## src/hiklut_pkg.sv

```systemverilog
`timescale 1ns / 1ps

package hiklut_pkg;

    localparam int MAX_DIMS_DEF = 64;
    localparam int MAX_BINS_DEF = 32;

    localparam int ENTRY_W    = 40;
    localparam int ACC_W      = 48;
    localparam int FEAT_W     = 16;
    localparam int MULT_W     = 32;
    localparam int FRAC_W     = 16;
    localparam int ROUND_HALF = 32768;

    localparam logic [5:0]         BINS_RESET = 6'd32;
    localparam logic signed [36:0] BIAS_GAIN  = 37'sd20;

    typedef enum logic [2:0] {
        ST_CLEAR,
        ST_IDLE,
        ST_SC_RD,
        ST_SC_MUL,
        ST_SC_ACC,
        ST_UP_MUL,
        ST_UP_RUN,
        ST_FINISH
    } t_state;

    function automatic logic signed [ENTRY_W-1:0] sat_entry(input logic signed [ENTRY_W:0] v);
        logic signed [ENTRY_W-1:0] res;
        if (v[ENTRY_W] != v[ENTRY_W-1]) begin
            res = v[ENTRY_W] ? {1'b1, {(ENTRY_W-1){1'b0}}} : {1'b0, {(ENTRY_W-1){1'b1}}};
        end else begin
            res = v[ENTRY_W-1:0];
        end
        return res;
    endfunction

    function automatic logic signed [ACC_W-1:0] sat_acc(input logic signed [ACC_W:0] v);
        logic signed [ACC_W-1:0] res;
        if (v[ACC_W] != v[ACC_W-1]) begin
            res = v[ACC_W] ? {1'b1, {(ACC_W-1){1'b0}}} : {1'b0, {(ACC_W-1){1'b1}}};
        end else begin
            res = v[ACC_W-1:0];
        end
        return res;
    endfunction

endpackage

```

## src/hiklut_rmul.sv

```systemverilog
`timescale 1ns / 1ps

module hiklut_rmul (
    input  logic                                 i_clk,
    input  logic signed [hiklut_pkg::ENTRY_W-1:0] i_a,
    input  logic [hiklut_pkg::FEAT_W-1:0]         i_b,
    output logic signed [hiklut_pkg::ENTRY_W:0]   o_q
);

    localparam int PW = hiklut_pkg::ENTRY_W + hiklut_pkg::FEAT_W + 1;

    logic signed [PW-1:0] prod;
    logic signed [PW-1:0] rnd;

    assign prod = PW'(i_a) * $signed({1'b0, i_b});
    // add half an lsb, then floor by dropping the fraction bits
    assign rnd  = prod + PW'(hiklut_pkg::ROUND_HALF);

    always_ff @(posedge i_clk) begin
        o_q <= rnd[hiklut_pkg::FRAC_W +: hiklut_pkg::ENTRY_W + 1];
    end

endmodule

```

## config.mk

```make
export PLATFORM = sky130hd
export DESIGN_NAME = hiklut_rmul
export DESIGN_NICKNAME = d
export VERILOG_FILES = /design/src/hiklut_pkg.sv /design/src/hiklut_rmul.sv
export SDC_FILE = /design/constraint.sdc
export NUM_CORES = 2
export LEC_CHECK = 0
export BUFFER_PORTS_ARGS = -buffer_cell sky130_fd_sc_hd__buf_2
export CAP_MARGIN = 10
export CORE_UTILIZATION = 30
export CTS_BUF_LIST = sky130_fd_sc_hd__clkbuf_8
export DETAILED_ROUTE_END_ITERATION = 10
export GPL_ROUTABILITY_DRIVEN = 0
export GPL_TIMING_DRIVEN = 0
export PLACE_DENSITY = 0.53
export SYNTH_ARGS = -nofsm -noshare
export SYNTH_HDL_FRONTEND = slang
export SYNTH_SLANG_ARGS = --single-unit
```

## constraint.sdc

```tcl
create_clock -name i_clk -period 9.3 [get_ports i_clk]
set_clock_uncertainty 0.1 [all_clocks]
set_input_delay 1.395 -clock i_clk [delete_from_list [all_inputs] [get_ports i_clk]]
set_output_delay 1.395 -clock i_clk [all_outputs]
set_load 0.03 [all_outputs]
```

# Word-level counts from Yosys, hierarchy flattened
# Cells that the tools add are included.
[op_classes]
n_addsub = 1
multipliers = 1
[ops]
columns = ["cell", "count"]
rows = [
  ["adder 57 x 17 -> 57 bit, second input constant", 1],
  ["multiplier 40 x 17 -> 57 bit", 1],
]
[word_totals]
elab_cells = 3
out_inout_bits = 41
register_bits = 41

# Longest topological paths before layout
[logic_depth]
depth_word = 2
ltp_mapped = 25

# Worst setup path before layout
# No wires, ideal clock.
[synth_timing]
path_kind = "input-to-reg"
startpoint = "input i_b[2] (netlist bit)"
endpoint = "register o_q[31] (netlist bit)"
arrival_time_ns = 7.131
path_stages = 23
setup_slack_ns = 1.936
required_ns = 9.067
path_cell_list = "clkbuf_1 > clkbuf_1 > nand2_1 > fa_1 > fa_1 > inv_1 > fa_1 > fa_1 > fa_1 > inv_1 > fa_1 > inv_1 > ha_1 > a21oi_1 > o21ai_1 > a311o_1 > a21oi_2 > o21a_2 > o21ai_1 > a31o_2 > a21oi_4 > mux2i_1 > o2111ai_1"
[synth_between]
elab_chain_len = 2
[synth_rtl]
columns = ["element", "line", "rtl"]
rows = [
  ["start, declared", "hiklut_rmul.sv:6", "input logic [hiklut_pkg::FEAT_W-1:0] i_b,"],
  ["multiplier 40 x 17 -> 57 bit", "hiklut_rmul.sv:15", "assign prod = PW'(i_a) * $signed({1'b0, i_b});"],
  ["adder 57 x 17 -> 57 bit", "hiklut_rmul.sv:17", "assign rnd = prod + PW'(hiklut_pkg::ROUND_HALF);"],
  ["net rnd[47]", "hiklut_rmul.sv:13", "logic signed [PW-1:0] rnd;"],
  ["end signal, assigned", "hiklut_rmul.sv:20", "o_q <= rnd[hiklut_pkg::FRAC_W +: hiklut_pkg::ENTRY_W + 1];"],
  ["end, declared", "hiklut_rmul.sv:7", "output logic signed [hiklut_pkg::ENTRY_W:0] o_q"],
]
# The timed path passes the listed nets, and every way through them passes these cells.

# Worst setup path after layout
[layout_timing]
startpoint = "input i_b[3] (netlist bit)"
endpoint = "register o_q[34] (netlist bit)"
# The elaborated chain is that of the path after synthesis.

==> impl_metrics.toml <==
[drt]
wl_per_cell_um = 20.1
ant_nets = 0
drtIter0Drc = 1056
vias_per_cell = 4.58
drcViolationCount = 0
drt-total-wl_um = 70900
dr.pass1.iters = 6
vias = 16200

[final_layout]
largest_register = "o_q"
final_nets = 3378
reg_top3 = "o_q (41)"
syn2layout_area_growth_pct = 7.53
nFillCells = 7976
largest_register_ffs = 41
drive_above_1_share_pct = 4.34

[sta]
slew_violations = 0
rsz0062_at_grt = "no"
period_needed_ns = 8.73
fin_crit_sh_pct = 93.9
setup-violations-final = 0
setup_tns_ns = 0
slew_headroom_pct = 13.4
max_freq_ghz = 0.114
final_hold_viol_count = 0
worst_pin_slew_ns = 1.30

[hold_path]
hold_start = "i_b[2]"
worstHoldEndpoint = "o_q[0]"
min_path_cells = 6
hp-class = "input port to flip-flop"

[synthesis]
synth_mux_area_share_pct = 0.0440
synth_most_common_cell = "inv_1"
synth_common_cells = "inv_1 (675), fa_1 (600), and2_1 (347)"
synth.top_cell.area_share_pct = 52.8
synth_flop_cell = "dfxtp_1"
synth_top_area_cell = "fa_1"
seq_area_frac_synth_pct = 3.60
syn_area_um2 = 22800
syn_area_per_cell_um2 = 9.23
synth_nets = 3289
synth_adder_area_share_pct = 61.9
synth_seq_cells = 41
ys_top_cells_by_area = "fa_1 (53%), inv_1 (11%), and2_1 (9.5%)"
synth-compound-area-share_pct = 3.86
synth_top_family_by_area = "adder cells"
yosysWarnings = 0
synthCells = 2466
ys_async_sr_fraction_pct = 0
yosys.area_share.simple_pct = 15.9
synth_cell_types = 52
synth_edf_count = 0
synth-xor-area-share_pct = 1.85

[global_route]
antenna_found_initial = 13
grt_max_degree = 14
grt_util_all_layers_pct = 19.3
grt_pass1_vias = 17700
grt_pass1_wl_um = 110000
overflow = 0

[floorplan]
die_h_um = 277
io_pins = 98
core_um2 = 74800
dieArea_um2 = 77000
die_w_um = 277
start_util_pct = 30.4
num_rows = 100

[clocking]
post_cts_buffers = 0
root_buffer = "clkbuf_8"
clkSinkCount = 41
ctsResizeCount = 0
cts-buffers-inserted = 5
cts.path.max_buffers = 2
cts_hold_buf = 0
clkSlewWorstSetupHoldPaths_ns = 0.12
cts.htree.levels = 2
cts_tree = "done"

[worst_setup_path]
required_ns = 9.47
worstSetupStartpointType = "input port"
endpoint_kind = "flip-flop"
path_class = "input port to flip-flop"
cp.arrival_ns = 8.90
cp_max_fo = 10

[placed_design]
hpwl_um = 59900
numPortBuffers = 82

[status]
status = "completed"

[run]
max_cap_viol_count = 0
==> critical path, stage by stage <==
cell and delay [ns]:
clkbuf_1 0.92, and2_1 0.28, fa_1 0.44, inv_1 0.10
fa_1 0.41, fa_1 0.51, inv_1 0.06, fa_1 0.47
fa_1 0.52, inv_1 0.06, fa_1 0.49, inv_1 0.04
ha_1 0.25, buf_2 0.25, nand2_1 0.10, o211ai_1 0.49
a21oi_1 0.26, or3_1 0.55, o21a_2 0.28, o21ai_1 0.30
nand2_1 0.19, o21ai_1 0.25, a21oi_1 0.13, xnor2_1 0.14
==> layout by cell type, fill, tap and decap left out, drive strengths merged, types with 2 or more instances in the layout <==
master and count:
a221o 3, dfxtp 41, xor2 18, nor2b 3, nand2b 2, and3 5, a21oi 37, ha 166
nand3 8, a31o 5, inv 676, xnor2 30, buf 84, diode 2, o2111ai 2, clkinvlp 2
a211oi 3, fa 600, o211ai 3, o21a 8, nand4 7, nand3b 2, and2 347, a2111oi 3
a31oi 7, nor3 4, o21ai 24, clkbuf 109, nor2 14, a21o 23, nand2 307, o21bai 2
or3 2
==> routing by layer <==
metal	vias up	track usage (%)	part of all wire, %	wire length, um
li1	7204	-	-	-
met1	8335	27.1	44	31000
met2	535	31.2	47	33100
met3	73	3.36	7.7	5450
met4	6	3.56	1.9	1340
met5	-	0	0.058	41
==> through the flow <==
stage	setup slack, ns	utilization [%]	cell area (um2)	std cells	hold WS [ns]
2_1_floorplan	1.94	-	22800	2466	1.67
3_3_place_gp	0.0600	32.6	24400	3517	1.73
3_5_place_dp	0.0716	32.6	24400	3517	1.73
4_1_cts	0.469	32.7	24500	3525	1.93
5_1_grt	0.316	32.7	24500	3525	2.04
6_report	0.565	32.7	24500	3527	1.99
==> worst max path at each step <==
stage	from	endpoint	slack [ns]
6_report	i_b[3]	o_q[34]	0.57
5_1_grt	i_b[2]	o_q[39]	0.32
4_1_cts	i_b[3]	o_q[34]	0.47
3_5_place_dp	i_b[3]	o_q[34]	0.07
3_3_place_gp	i_b[3]	o_q[35]	0.06
2_1_floorplan	i_b[2]	o_q[31]	1.94
==> cells by family (layout without fill, tap and decap cells) <==
| kind of cell | count (synthesis) | in the layout |
|---|---|---|
| mux | 1 | 1 |
| simple gates | 705 | 705 |
| xor+xnor | 48 | 48 |
| flops | 41 | 41 |
| fa+ha+maj | 766 | 766 |
| other cells | 0 | 2 |
| buf+inv | 781 | 871 |
| compound gates | 124 | 124 |
==> area by class of cell <==
type / instances / area [um2] / area share [%]
sequential: 41 / 821 / 3.35
buffer: 106 / 407 / 1.66
tap: 969 / 1210 / 4.95
inverter: 675 / 2530 / 10.3
clock inverter: 3 / 18.8 / 0.0767
timing repair buffer: 82 / 410 / 1.68
multi-input combinational: 1644 / 19000 / 77.6
antenna: 2 / 5.00 / 0.0204
clock buffer: 5 / 68.8 / 0.281
Power is left out: the tool's default activity adds up to more than one toggle a clock period on the data nets, which glitch-free logic cannot reach.
